**src/hw/rtl/multi_stage_range_remap_unit_assert.svh**
```systemverilog
// assertion macros shared by the range remap unit
`ifndef MULTI_STAGE_RANGE_REMAP_UNIT_ASSERT_SVH
`define MULTI_STAGE_RANGE_REMAP_UNIT_ASSERT_SVH

// condition holds in the same cycle as the trigger
`define MSRR_ASSERT_SAME(label, trig, cond) \
    label: assert property (@(posedge aclk) disable iff (!aresetn) (trig) |-> (cond)) \
        else $error("range remap check failed");

// condition holds in the cycle after the trigger
`define MSRR_ASSERT_NEXT(label, trig, cond) \
    label: assert property (@(posedge aclk) disable iff (!aresetn) (trig) |=> (cond)) \
        else $error("range remap check failed");

`endif

```
**src/hw/rtl/msrr_pkg.sv**
```systemverilog
// shared constants and controller/datapath interface types of the range remap unit
package msrr_pkg;

    // operation codes carried in s_tuser
    localparam logic [1:0] OP_LOAD      = 2'd0;
    localparam logic [1:0] OP_XLATE     = 2'd1;
    localparam logic [1:0] OP_CLR_MIN   = 2'd2;
    localparam logic [1:0] OP_CLR_TABLE = 2'd3;

    localparam int OP_W        = 2;
    localparam int STAGE_IDX_W = 3;
    localparam int ENTRY_IDX_W = 6;
    localparam int FIELD_W     = 40;
    localparam int CFG_W       = 4;

    localparam logic [CFG_W-1:0] STAGES_IN_USE_RESET = 4'd8;

    // input tdata layout, lowest field first
    localparam int IN_STAGE_LSB  = 0;
    localparam int IN_ENTRY_LSB  = IN_STAGE_LSB + STAGE_IDX_W;
    localparam int IN_SRC_LSB    = IN_ENTRY_LSB + ENTRY_IDX_W;
    localparam int IN_LEN_LSB    = IN_SRC_LSB + FIELD_W;
    localparam int IN_DEST_LSB   = IN_LEN_LSB + FIELD_W;
    localparam int IN_VALUE_LSB  = IN_DEST_LSB + FIELD_W;
    localparam int IN_USED_W     = IN_VALUE_LSB + FIELD_W;
    localparam int S_TDATA_W     = ((IN_USED_W + 7) / 8) * 8;

    // output tdata layout
    localparam int OUT_USED_W    = 2 * FIELD_W + 1;
    localparam int M_TDATA_W     = ((OUT_USED_W + 7) / 8) * 8;
    localparam int OUT_PAD_W     = M_TDATA_W - OUT_USED_W;

    typedef struct packed {
        logic accept;     // input item taken this cycle
        logic clr_run;    // write one entry of the clearing sweep
        logic issue;      // read the next entry of the current stage
        logic stage_adv;  // move on to the next stage
        logic out_load;   // load the result register
    } msrr_cmd_t;

    typedef struct packed {
        logic clr_last;    // sweep is at the final entry
        logic hit;         // checked entry matches the value
        logic scan_end;    // last entry checked without a match
        logic issue_done;  // all entries of the stage have been read
        logic last_stage;  // current stage is the last one in use
        logic no_stages;   // no stage in use
        logic out_busy;    // result register still held by the receiver
    } msrr_status_t;

endpackage

```
**src/hw/rtl/msrr_ctrl.sv**
```systemverilog
// controller state machine of the range remap unit
module msrr_ctrl (
    input  logic                        aclk,
    input  logic                        aresetn,
    input  logic                        s_tvalid,
    output logic                        s_tready,
    input  logic [msrr_pkg::OP_W-1:0]   s_op,
    input  msrr_pkg::msrr_status_t      status,
    output msrr_pkg::msrr_cmd_t         cmd
);
    import msrr_pkg::*;

    localparam logic [1:0] ST_CLR  = 2'd0;
    localparam logic [1:0] ST_IDLE = 2'd1;
    localparam logic [1:0] ST_SCAN = 2'd2;
    localparam logic [1:0] ST_FIN  = 2'd3;

    logic [1:0] state_reg, state_next;
    logic       accept;
    logic       stage_done;

    assign s_tready   = (state_reg == ST_IDLE);
    assign accept     = s_tvalid && s_tready;
    assign stage_done = status.hit || status.scan_end;

    always_comb begin
        state_next    = state_reg;
        cmd           = '0;
        cmd.accept    = accept;
        case (state_reg)
            ST_CLR: begin
                cmd.clr_run = 1'b1;
                if (status.clr_last) begin
                    state_next = ST_IDLE;
                end
            end
            ST_IDLE: begin
                if (accept) begin
                    case (s_op)
                        OP_CLR_TABLE: state_next = ST_CLR;
                        OP_XLATE:     state_next = status.no_stages ? ST_FIN : ST_SCAN;
                        default:      state_next = ST_IDLE;
                    endcase
                end
            end
            ST_SCAN: begin
                cmd.issue = !stage_done && !status.issue_done;
                if (stage_done) begin
                    if (status.last_stage) begin
                        state_next = ST_FIN;
                    end else begin
                        cmd.stage_adv = 1'b1;
                    end
                end
            end
            ST_FIN: begin
                if (!status.out_busy) begin
                    cmd.out_load = 1'b1;
                    state_next   = ST_IDLE;
                end
            end
            default: begin
                state_next = ST_CLR;
            end
        endcase
    end

    always_ff @(posedge aclk) begin
        if (!aresetn) begin
            state_reg <= ST_CLR;
        end else begin
            state_reg <= state_next;
        end
    end

endmodule

```
**config.mk**
```make
export PLATFORM = sky130hd
export DESIGN_NAME = msrr_ctrl
export DESIGN_NICKNAME = d
export VERILOG_FILES = /design/src/hw/rtl/multi_stage_range_remap_unit_assert.svh /design/src/hw/rtl/msrr_pkg.sv /design/src/hw/rtl/msrr_ctrl.sv
export SDC_FILE = /design/constraint.sdc
export NUM_CORES = 1
export LEC_CHECK = 0
export ABC_AREA = 1
export ABC_CLOCK_PERIOD_IN_PS = 2100
export BUFFER_PORTS_ARGS = -buffer_cell sky130_fd_sc_hd__buf_2
export CAP_MARGIN = 20
export CORE_AREA = 2 2 39 41
export DETAILED_ROUTE_END_ITERATION = 10
export DIE_AREA = 0 0 41 43
export PLACE_DENSITY = 0.49
export SLEW_MARGIN = 10
export SYNTH_ARGS = -nofsm -noshare
export SYNTH_HDL_FRONTEND = slang
export SYNTH_SLANG_ARGS = --single-unit
```
**constraint.sdc**
```tcl
create_clock -name aclk -period 2.1 [get_ports aclk]
set_clock_uncertainty 0.2 [all_clocks]
set_input_delay 0.63 -clock aclk [delete_from_list [all_inputs] [get_ports aclk]]
set_output_delay 0.63 -clock aclk [all_outputs]
set_load 0.01 [all_outputs]
```
Yosys cells after proc, flatten, opt, wreduce, memory -nomap -nowiden. Index checks and enable logic that the tools add are counted.

Equal/unequal tests: 10. Mux-type cells: 14. Reduce and logical (&&, ||, !) cells: 7.

Operators by type and width (count): $mux 2 (6); $ne 2x2->1 const B (4); $pmux 2 s4 (1); $eq 2x2->1 const B (3); $mux 1 (6); $reduce_and 5->1 (1); $eq 2x1->1 const B (2); $pmux 2 s2 (1); $logic_and 1x1->1 (2); $logic_not 1->1 (2); $logic_not 2->1 (1); $ne 2x1->1 const B (1); $logic_or 1x1->1 (1).

Bits in registers: 2. Logic and storage cells: 32.

Logic depth before layout (Yosys ltp). Gate-level depths: netlist (run 1).

Depth after elaboration: 4. Gate-level depth with buffers: 9. Gate-level depth less buffers: 9.

Worst setup path after synthesis (run 1). No wires, ideal clock.

Kind: reg-to-output. Start point: reg state_reg[0]. End point: out cmd[2] (netlist bit). Arrival: 1.081 ns. Required time: 1.270 ns. Setup slack: 0.189 ns. Cell stages (with the launch flop): 5. Buffers on the path: 0. Cell sequence: dfxtp_1 > bufinv_8 > ha_1 > inv_1 > nor4_1.

RTL lines: from (decl) (RTL line msrr_ctrl.sv:18) `logic [1:0] state_reg, state_next;`; from (signal assigned) (RTL line msrr_ctrl.sv:72) `state_reg <= state_next;`; to (decl) (RTL line msrr_ctrl.sv:9) `output msrr_pkg::msrr_cmd_t cmd`.

==> results of run 1 <==
[critical path: cells and delay by family]
kind,cells,cell delay [ns]
buffers and inverters,2,0.27
and+or+nand+nor,1,0.25
[repair_timing]
item | CTS | global route
setup endpoints to repair | 2 | 3
pin swaps | 1 | 0
setup buffers | 0 | 0
gates resized for setup | 5 | 3
[logic make-up (layout without fill, tap and decap cells)]
logic type,Yosys count,in the layout,share of synthesized area (%)
buffers and inverters,10,29,18.6
adders and majority gates,6,6,25.3
DFF,2,2,13.5
AOI/OAI and AO/OA,2,2,5.49
and+or+nand+nor,25,25,37.1
[per-stage QoR]
stage / cell area (um2) / util [%] / setup TNS [ns] / power, mW
2_1_floorplan: 297 / - / 0 / 0.323
3_3_place_gp: 394 / 28.5 / 0 / 0.394
3_5_place_dp: 394 / 28.5 / 0 / 0.392
4_1_cts: 435 / 31.5 / -0.0103 / 0.499
5_1_grt: 437 / 31.6 / 0 / 0.555
6_report: 437 / 31.6 / 0 / 0.483
[cells in the final DEF (no fill, tap or decap), types with 2 or more instances in the layout]
cell / Yosys / routed
nor2_2: 2 / 2
inv_1: 8 / 7
nand2_2: 2 / 2
nor2_1: 7 / 7
buf_2: 0 / 17
clkbuf_4: 0 / 3
ha_1: 6 / 5
nand2_1: 10 / 10
dfxtp_2: 0 / 2
nand3_1: 2 / 2
[power by group through the flow]
stage	Sequential (mW)	Clock, mW	Combinational, mW
2_1_floorplan	0.0719	0	0.251
5_1_grt	0.0989	0.0885	0.368
3_5_place_dp	0.0779	0	0.314
4_1_cts	0.0836	0.0850	0.331
6_report	0.0963	0.0804	0.307
3_3_place_gp	0.0781	0	0.316
[layer usage]
metal | GRT usage, % | up-vias | wire length [um] | share of wire, %
met3 | 4.71 | 0 | 32 | 5.4
met5 | 0 | - | 0 | 0
met2 | 13.8 | 6 | 296 | 50
li1 | - | 174 | - | -
met4 | 2.00 | 0 | 0 | 0
met1 | 11.5 | 128 | 264 | 45
[final cells by class]
cell class | count | share of cell area, %
clock buffers | 3 | 5.16
flip-flops and latches | 2 | 9.74
multi-input cells | 33 | 51.6
well taps | 16 | 4.58
repair buffers | 17 | 19.5
inverters | 9 | 9.46
[path summary, 6_finish.rpt]
check / start / to / slack [ns] / depth (start not counted)
max: status[4] / cmd[2] / 0.12 / 3
min: state_reg[0] / state_reg[0] / 0.39 / 4
max reg2reg: state_reg[1] / state_reg[1] / 0.60 / 8
min reg2reg: state_reg[0] / state_reg[0] / 0.39 / 4
==> results.md, run 1 <==
Pwr:
- Across the VDD grid, the largest voltage drop is 0.694 mV.
- The design internal power is 0.254 mW.
- Combinational logic is responsible for 63.4% of the overall power.
- The net switching power is 0.230 mW.
- The static leakage is 0.243 nW.
- Of the total power, registers draw 19.9%.
- The part of the power in the clock network is 16.6%.
- The power density over the cells is 1110 nW/um2.
- The switching share of total power is 47.5%.

Hold path:
- The min-delay analysis places its worst path in the category reg2reg.

Critical path:
- The critical path's slowest cell is nor4_2.
- On the worst path, the slowest cell contributes a delay of 0.25 ns.
- STA classifies the critical path endpoint as an output port.
- The data arrival at the endpoint of the critical path is 1.15 ns.
- At the worst endpoint, the required time is 1.27 ns.
- The biggest fanout along the worst timing path is 2.
- The worst setup path is launched from a primary input.
- By startpoint and endpoint, the worst setup path is classified as in2out.
- The cell that appears most often on the critical path is buf_2.
- The signal on the critical path passes through buf_2, nor4_2, buf_2.

Place:
- The quantity of I/O buffers inserted on ports is 17.
- In this run, placement finished with an instance count of 77.
- At the placement stage, the worst setup path has a slack of 0.102 ns.
- Routability-driven placement finished with a final weighted congestion of 0.708.

STA:
- The worst slack on hold paths is 0.390 ns.
- Once routing completed, OpenROAD measured the worst setup slack at 0.120 ns.
- The count of endpoints failing hold in the final timing report is 0.
- Setup repair after global routing left no endpoint under its margin.
- The final count of pins violating max slew is 0.
- The final critical path takes up 94.3% of the cycle.
- The transition at the pin with the smallest max-transition slack is 0.215 ns.
- The fmax is 505 MHz.
- The clock period could shrink to 1.98 ns.
- The total setup violations reported at the end of the flow is 0.
- The worst slew margin relative to its limit is 85.6%.

Run status:
- The run finished with clean final reports.

Synthesis:
- The number of nets in the synthesized netlist is 63.
- Of all flip-flops after synthesis, the portion carrying an async set or reset was 0%.
- By area the synthesized netlist is led by ha_1 25%, dfxtp_1 14%, nand2_1 13%.
- After synthesis the netlist holds a flip-flop and latch count of 2.
- The average instance in the mapped netlist occupies 6.59 um2.
- The number of cells produced by synthesis is 45.
- The warning count from the yosys run is 0.
- Summed over its instances, the top area cell type makes up 25.3% of the synthesized netlist area.
- Summing the sequential cell areas from Yosys gives 13.5% of the chip area.
- After synthesis, the netlist uses 14 different library cells.
- The number of enable-type register cells in the synthesized netlist is 0.
- By count the netlist is led by 10 x nand2_1, 8 x inv_1, 7 x nor2_1.
- In the post-synthesis netlist, the cell with the most instances is nand2_1.
- The cell accounting for the most synthesized area is ha_1.
- The cell area that synthesis handed to floorplanning was 297 um2.
- The most used flip-flop cell after synthesis is dfxtp_1.

Job:
- The max-capacitance violation count is 0.

Die:
- The initial standard-cell utilization of the core is 21.4%.
- The floorplan step defined a die boundary enclosing 1760 um2.
- The I/O pin count is 18.
- The number of placement rows is 14.
- From left edge to right edge, the die measures 41 um.
- The die is 43 um tall.
- The core region area is 1380 um2.

Final layout:
- The flip-flop count of the largest register, all copies and words added is 2.
- The post-route netlist has 50.0% of its cells at a drive strength greater than 1.
- The area growth from synthesis to layout is 47.3%.
- The filler-free cell count of the finished design is 80.
- The multi-input combinational cells in the finished layout cover a total of 225 um2.
- Summing all flip-flop and latch instances after layout gives 42.5 um2.
- The count of inserted antenna diode cells is 0.
- The layout has 169 filler cells.
- The count of nets after finishing is 84.

Detailed routing:
- The violation count after the first detailed-route iteration is 7.
- Summing over every cut layer, the via total after detailed routing is 308.
- The total wire length after detailed routing is 592 um.
- After detailed routing, the number of vias per cell comes to 3.85.
- In the final routed layout, each cell accounts on average for 7.40 um.
- The number of detailed-routing iterations run before antenna repair is 3.
- In this run the remaining antenna-violating nets after routing total 0.
- The residual DRC count is 0.

Clock tree:
- In this run the number of H-tree levels came out at 1.
- After clock tree synthesis, the clock-pin slew on the worst setup and hold paths is 0.03 ns.
- The CTS tree is done.
- The later pin in the worst-skew pair is clocked with a latency of 0.22 ns.
- Buffers inserted to repair hold after CTS numbered 0.
- The clock drives 2 sinks.
- The tree is rooted in a clkbuf_4.
- The maximum buffer depth of the clock tree is 2.
- In this run, CTS created clock tree buffers numbering 3.

Global routing:
- The via count of the first global-routing pass came to 304.
- After global routing the overflow that remains totals 0.
- The number of antenna violations at the first check in global routing was 0.
- The global-route usage over all layers is 9.22%.
- The first-pass GRT wire length is 1120 um.
- The pin count of the biggest net entering global routing is 5.
(Power assumes the default switching activity.)
==> run 2, diff against run 1 <==
Settings changed: CTS_BUF_LIST from default to sky130_fd_sc_hd__clkbuf_4 sky130_fd_sc_hd__clkbuf_8, SKIP_LAST_GASP from default to 1.
==> run 2 against run 1 <==
Compared with the run above: wire length shrank 0.84%; critical path type is now reg2out; cell area shrank 1.1%; fmax shrank 5.6%; via count grew 0.32%; sequential share of layout area shrank 0.18 points; sequential cell count is the same; register-to-register slack lost 0.06 ns; first-iteration DRC count is the same; sequential power shrank 16%.
==> results.md, run 2 (synthesis gave the netlist of run 1 again) <==
STA:
- Unrepaired setup endpoints after global routing: true (was false).
- The ratio of final minimum period to clock period is 99.9% (was 94.3%).
- The worst slew margin relative to its limit is 85.6% (unchanged).
- The total setup violations reported at the end of the flow is 0 (unchanged).
- The transition at the pin with the smallest max-transition slack is 0.215 ns (unchanged).
- The time the worst path needs with I/O delays and setup is 2.10 ns (was 1.98 ns).
- The fmax was 477 MHz (was 505 MHz).
- The final count of pins violating max slew is 0 (unchanged).
- The count of endpoints failing hold in the final timing report came to 0 (unchanged).

Die:
- The initial standard-cell utilization of the core is 21.4% (unchanged).
- The I/O pin count is 18 (unchanged).
- The x dimension of the die is 41 um (unchanged).
- The die outline height is 43 um (unchanged).
- The number of placement rows was 14 (unchanged).
- The core region area was 1380 um2 (unchanged).
- The area of the die is 1760 um2 (unchanged).

Clock tree:
- The clock-pin slew of the registers on the worst-case setup and hold paths is 0.03 ns (about the same).
- The number of buffers inserted for hold repair after clock tree synthesis is 0 (unchanged).
- The clock buffer count from CTS is 3 (unchanged).
- The later-pin clock latency in the skew report is 0.22 ns (about the same).
- The buffer cell driving the clock tree root was clkbuf_4 (unchanged).
- The buffers inserted during post-CTS setup optimization was 0 (unchanged).
- The count of clock tree sinks is 2 (unchanged).
- The CTS tree is done (unchanged).
- The maximum buffer depth of the clock tree came to 2 (unchanged).
- The number of H-tree levels is 1 (unchanged).

Global routing:
- The leftover overflow at the end of global routing is 0 (unchanged).
- The first-pass GRT wire length is 1060 um (was 1120 um).
- The number of antenna violations at the first check in global routing came to 0 (unchanged).
- The global-route usage over all layers came to 8.82% (was 9.22%).
- The via count of the first global-routing pass came to 292 (was 304).
- The pin count of the biggest net entering global routing came to 5 (unchanged).

Detailed routing:
- The via count came to 309 (was 308).
- The residual DRC count is 0 (unchanged).
- The via-per-instance ratio is 3.86 (was 3.85).
- The number of routed nets with antenna violations is 0 (unchanged).
- The number of detailed-routing iterations run before antenna repair is 3 (unchanged).
- The violation count after the first detailed-route iteration is 7 (unchanged).
- The total wire length after detailed routing is 587 um (was 592 um).
- The routed wire length per instance is 7.34 um (was 7.40 um).

Critical path:
- The depth of the most critical reg-to-reg path came to 8 (unchanged).
- The required time of the worst setup path came to 1.27 ns (about the same).
- Critical path cell sequence: bufinv_8, ha_2, inv_2, nor3_2, buf_2 (was buf_2, nor4_2, buf_2).
- The biggest fanout along the worst timing path is 4 (was 2).
- The nature of the critical path startpoint is a register (was primary input).
- The data arrival at the endpoint of the critical path is 1.27 ns (was 1.15 ns).
- The startpoint-to-endpoint class of the critical path is reg2out (was in2out).
- The delay contributed by the slowest stage of the critical path is 0.33 ns (was 0.25 ns).
- The critical path's slowest cell was dfxtp_2 (was nor4_2).
- The endpoint kind of the worst setup timing path is an output port (unchanged).

Pwr:
- The static leakage came to 0.247 nW (was 0.243 nW).
- The net switching power is 0.213 mW (was 0.230 mW).
- The part of the power in the clock network was 16.7% (was 16.6%).
- The power share of the combinational group is 66.6% (was 63.4%).
- The switching share of total power is 44.2% (was 47.5%).
- The power density over the cells is 1120 nW/um2 (was 1110 nW/um2).
- The largest voltage drop on the vdd net is 0.638 mV (was 0.694 mV).
- The design internal power is 0.269 mW (was 0.254 mW).
- The total design power came to 0.482 mW (was 0.483 mW).
- The power share of the sequential group came to 16.7% (was 19.9%).

Final layout:
- The flip-flop count of the largest register, all copies and words added came to 2 (unchanged).
- The synthesis-to-layout area growth is 45.6% (was 47.3%).
- The fraction of layout cells with a size suffix above 1 is 48.4% (was 50.0%).
- The count of inserted antenna diode cells is 0 (unchanged).
- The share of the core filled with cells in the final layout is 31.2% (was 31.6%).
- Most used cells in the layout excluding fill and tap cells: 17 x buf_2, 10 x nand2_1, 7 x inv_1, 7 x nor2_1, 5 x ha_1 (unchanged).
- The count of nets after finishing is 84 (unchanged).
- The most frequent standard cell in the layout excluding fill and tap cells is buf_2 (unchanged).

Hold path:
- The worst hold path depth is 3 (was 4).
- The kind of path behind the tightest hold check is in2reg (was reg2reg).

Place:
- The global placement routability congestion came to 0.708 (unchanged).
- The quantity of I/O buffers inserted on ports came to 17 (unchanged).

Job:
- The max-capacitance violation count was 0 (unchanged).

Run status:
- Result of the run: complete, no violations (unchanged).
==> run 2: cell types whose count changed in the layout (fill, tap and decap cells not counted) <==
cell | previous run | this run
bufinv_8 | 0 | 1
dfxtp_1 | 0 | 1
dfxtp_2 | 2 | 1
ha_2 | 0 | 1
ha_4 | 1 | 0
inv_8 | 1 | 0
==> run 2: area by class of cell <==
cell class | instances | area (um2)
Multi-Input combinational cell | 33 | 215
Timing Repair Buffer | 17 | 85.1
Fill cell | 168 | 952
Clock buffer | 3 | 22.5
Tap cell | 16 | 20.0
Sequential cell | 2 | 41.3
Inverter | 9 | 47.5
==> run 2: metrics by stage <==
step | hold slack (ns) | instances | TNS (ns) | instance area (um2) | setup WS, ns
2_1_floorplan | 0.408 | 45 | 0 | 297 | 0.189
6_report | 0.440 | 80 | 0 | 432 | 0.00236
4_1_cts | 0.434 | 80 | -0.0399 | 423 | -0.0399
3_5_place_dp | 0.475 | 77 | 0 | 394 | 0.102
5_1_grt | 0.448 | 80 | -0.0585 | 432 | -0.0585
3_3_place_gp | 0.480 | 77 | 0 | 394 | 0.137
==> run 2: metal layers <==
layer	part of all wire (%)	vias up	track usage (%)	wire, um
li1	-	174	-	-
met3	5.5	0	4.71	32
met2	48	6	12.5	281
met1	47	129	11.5	273
met4	0	0	2.00	0
met5	0	-	0	0
==> run 2: what timing repair did <==
item | in CTS | in global routing
endpoints found under the setup margin | 2 | 2
resized for setup | 2 | 3
endpoints found under the hold margin | 0 | 0
pin swaps | 1 | 0
==> run 2: final timing paths <==
check | from | end | slack [ns]
max | state_reg[0] | cmd[1] | 0.002
max reg2reg | state_reg[0] | state_reg[1] | 0.54
min reg2reg | state_reg[0] | state_reg[0] | 0.48
min | aresetn | state_reg[0] | 0.44
==> run 2: critical path, delay by kind of cell, from the launching register on <==
kind,cells,cell delay (ns)
flops,1,0.33
fa+ha+maj,1,0.19
simple gates,1,0.14
buf+inv,3,0.39
==> run 2: power groups by stage <==
stage | registers, mW | logic [mW] | clock network [mW]
global route | 0.0824 | 0.379 | 0.0885
finish | 0.0805 | 0.321 | 0.0804
floorplan | 0.0719 | 0.251 | 0
global placement | 0.0781 | 0.316 | 0
CTS | 0.0799 | 0.319 | 0.0850
detailed placement | 0.0779 | 0.314 | 0
==> run 3, diff against run 2 <==
Settings changed: ABC_AREA 1 to 0, PLACE_DENSITY 0.49 to 0.46.
==> run 3 against run 2 <==
Compared with the run above: clock-buffer cell count stayed put; sequential power is 38% lower; worst setup slack better by 0.11 ns; largest power group unchanged; critical endpoint is now cmd[2]; critical path depth unchanged.
==> results.md, run 3 <==
STA:
- The total setup violations reported at the end of the flow is 0 (unchanged).
- The ratio of final minimum period to clock period came to 94.5% (was 99.9%).
- The worst slack on hold paths is 0.308 ns (was 0.440 ns).
- The transition at the pin with the smallest max-transition slack came to 0.314 ns (was 0.215 ns).
- The accumulated negative setup slack is 0 ns (unchanged).
- The worst setup slack after layout was 0.116 ns (was 0.00236 ns).
- Unrepaired setup endpoints after global routing: false (was true).
- The worst slew margin relative to its limit is 79.1% (was 85.6%).
- The count of endpoints failing hold in the final timing report came to 0 (unchanged).
- The final count of pins violating max slew is 0 (unchanged).
- The time the worst path needs with I/O delays and setup is 1.98 ns (was 2.10 ns).
- The fmax is 504 MHz (was 477 MHz).

Detailed routing:
- The residual DRC count was 0 (unchanged).
- The number of detailed-routing iterations run before antenna repair is 5 (was 3).
- The total wire length after detailed routing is 608 um (was 587 um).
- The via-per-instance ratio came to 4.07 (was 3.86).
- The number of routed nets with antenna violations is 0 (unchanged).
- The routed wire length per instance is 9.07 um (was 7.34 um).
- The via count came to 273 (was 309).
- The violation count after the first detailed-route iteration is 5 (was 7).

Final layout:
- The most frequent standard cell in the layout excluding fill and tap cells is buf_2 (unchanged).
- The count of nets after finishing is 71 (was 84).
- The share of the core filled with cells in the final layout is 28.8% (was 31.2%).
- Most used cells in the layout excluding fill and tap cells: 17 x buf_2, 6 x ha_1, 4 x inv_1, 3 x clkbuf_4 (was 17 x buf_2, 10 x nand2_1, 7 x inv_1, 7 x nor2_1, 5 x ha_1).
- The flip-flop count of the largest register, all copies and words added is 2 (unchanged).
- The synthesis-to-layout area growth is 51.2% (was 45.6%).
- The layout filler cell count is 160 (was 168).
- The count of inserted antenna diode cells is 0 (unchanged).
- The fraction of layout cells with a size suffix above 1 is 49.0% (was 48.4%).

Die:
- The number of placement rows came to 14 (unchanged).
- The die outline height was 43 um (unchanged).
- The I/O pin count came to 18 (unchanged).
- The area of the die is 1760 um2 (unchanged).
- The initial standard-cell utilization of the core came to 19.1% (was 21.4%).
- The core region area is 1380 um2 (unchanged).
- The x dimension of the die is 41 um (unchanged).

Synthesis:
- The warning count from the yosys run is 0 (unchanged).
- Top post-synthesis cells by count: 6 x ha_1, 5 x inv_1 (was 10 x nand2_1, 8 x inv_1, 7 x nor2_1).
- The post-synthesis net count is 49 (was 63).
- The mean post-synth cell area came to 8.52 um2 (was 6.59 um2).
- The netlist area before placement is 264 um2 (was 297 um2).
- The fraction of registers with async set/reset is 0% (unchanged).
- The count of different cell masters after synthesis is 17 (was 14).
- The number of enable-type register cells in the synthesized netlist is 0 (unchanged).
- The sequential element share of the synthesized area is 15.2% (was 13.5%).
- The number of cells produced by synthesis is 31 (was 45).
- The share of the synthesized area in the top cell type came to 28.4% (was 25.3%).
- The synthesized flop and latch total is 2 (unchanged).
- Leading cell types by total area after synthesis: ha_1 28%, dfxtp_1 15%, mux2i_1 7.6% (was ha_1 25%, dfxtp_1 14%, nand2_1 13%).
- The cell accounting for the most synthesized area is ha_1 (unchanged).
- The most frequent cell after synthesis is ha_1 (was nand2_1).
- The commonest register cell after synthesis was dfxtp_1 (unchanged).

Clock tree:
- The clock-pin slew of the registers on the worst-case setup and hold paths is 0.03 ns (about the same).
- The number of buffers inserted for hold repair after clock tree synthesis came to 0 (unchanged).
- The clock buffer count from CTS was 3 (unchanged).
- The CTS tree is done (unchanged).
- The count of clock tree sinks was 2 (unchanged).
- The maximum buffer depth of the clock tree came to 2 (unchanged).
- The buffer cell driving the clock tree root is clkbuf_4 (unchanged).
- The later-pin clock latency in the skew report is 0.22 ns (about the same).
- The number of H-tree levels is 1 (unchanged).

Critical path:
- The register-to-register setup slack is 0.47 ns (was 0.54 ns).
- The startpoint of the most critical register-to-register path is state_reg[1] (was state_reg[0]).
- The end of the worst register-to-register path is state_reg[1] (unchanged).
- The biggest fanout along the worst timing path is 3 (was 4).
- The endpoint kind of the worst setup timing path is an output port (unchanged).
- The nature of the critical path startpoint is a register (unchanged).
- The data arrival at the endpoint of the critical path is 1.15 ns (was 1.27 ns).
- The startpoint-to-endpoint class of the critical path is reg2out (unchanged).
- The required time of the worst setup path is 1.27 ns (about the same).
- The depth of the most critical reg-to-reg path was 5 (was 8).

Global routing:
- The first-pass GRT wire length is 752 um (was 1060 um).
- The number of antenna violations at the first check in global routing came to 0 (unchanged).
- The via count of the first global-routing pass came to 214 (was 292).
- The leftover overflow at the end of global routing is 0 (unchanged).
- The global-route usage over all layers is 6.81% (was 8.82%).
- The pin count of the biggest net entering global routing was 6 (was 5).

Hold path:
- The kind of path behind the tightest hold check is reg2reg (was in2reg).
- The worst min-delay path startpoint was state_reg[1] (was aresetn).
- The worst hold path depth came to 2 (was 3).
- The endpoint of the worst hold-timing path was state_reg[1] (was state_reg[0]).

Pwr:
- The switching share of total power is 33.8% (was 44.2%).
- The static leakage was 0.201 nW (was 0.247 nW).
- The part of the power in the clock network is 32.0% (was 16.7%).
- The power share of the combinational group came to 48.5% (was 66.6%).
- The largest voltage drop on the vdd net is 0.206 mV (was 0.638 mV).
- The design internal power was 0.169 mW (was 0.269 mW).
- The power density over the cells is 640 nW/um2 (was 1120 nW/um2).
- The net switching power is 0.0863 mW (was 0.213 mW).
- The power share of the sequential group was 19.5% (was 16.7%).

Job:
- The max-capacitance violation count is 0 (unchanged).

Run status:
- Result of the run: complete, no violations (unchanged).

Place:
- The global placement routability congestion is 0.628 (was 0.708).
- The quantity of I/O buffers inserted on ports is 17 (unchanged).
- The post-placement setup slack is 0.134 ns (was 0.102 ns).
-- run 3: cell count changes after synthesis, sizes merged, moves of 2 or more --
cell	before	now
nand2b	0	2
nand2	12	2
nand3	2	0
nor2	9	1
inv	8	5
nor3b	0	2
mux2i	0	2
-- run 3: how the worst max path moves through the flow --
stage | startpoint | to | slack, ns | cells past startpoint
after floorplan | status[4] | cmd[2] | 0.20 | 1
after global placement | status[4] | cmd[2] | 0.14 | 3
after detailed placement | status[4] | cmd[2] | 0.13 | 3
after CTS | state_reg[0] | cmd[2] | 0.05 | 5
after global routing | state_reg[0] | cmd[2] | 0.003 | 5
final | state_reg[0] | cmd[2] | 0.12 | 5
-- run 3: logic make-up after synthesis --
group	share of synthesized area [%]
mux	7.58
fa+ha+maj	28.4
buf+inv	9.95
flops	15.2
simple gates	21.8
compound gates	17.1
-- run 3: per-stage QoR --
stage,power (mW),area (um2),instances
2_1_floorplan,0.133,264,31
3_3_place_gp,0.175,369,64
3_5_place_dp,0.175,369,64
4_1_cts,0.264,392,67
5_1_grt,0.287,399,67
6_report,0.255,399,67
-- run 3: what timing repair did --
item                                    in CTS  in global routing
gates resized for setup                      0                  3
endpoints found under the setup margin       0                  1
setup buffers                                0                  0
-- run 3: worst max-delay path, stage by stage, from the launching register on --
cell and delay, ns:
dfxtp_1 0.30, inv_2 0.07, ha_1 0.14, inv_1 0.07, nor4_2 0.19, buf_2 0.16
-- run 3: layer usage --
| metal | track usage, % | wire (um) |
|---|---|---|
| met1 | 7.35 | 256 |
| met2 | 9.38 | 259 |
| met3 | 1.57 | 93 |
| met4 | 8.00 | 0 |
| met5 | 0 | 0 |
-- run 3: power by group through the flow --
stage               sequential (mW)  combinational (mW)  clock [mW]
floorplan                    0.0529              0.0797           0
global placement             0.0491               0.126           0
detailed placement           0.0489               0.126           0
CTS                          0.0484               0.126      0.0890
global route                 0.0500               0.144      0.0922
finish                       0.0498               0.124      0.0818
-- run 3: cell type report --
type	instances	area, um2	area share [%]
multi-input combinational	23	204	51.1
timing repair buffer	18	92.6	23.2
sequential	2	41.3	10.3
clock buffer	3	22.5	5.64
tap	16	20.0	5.02
inverter	5	18.8	4.70
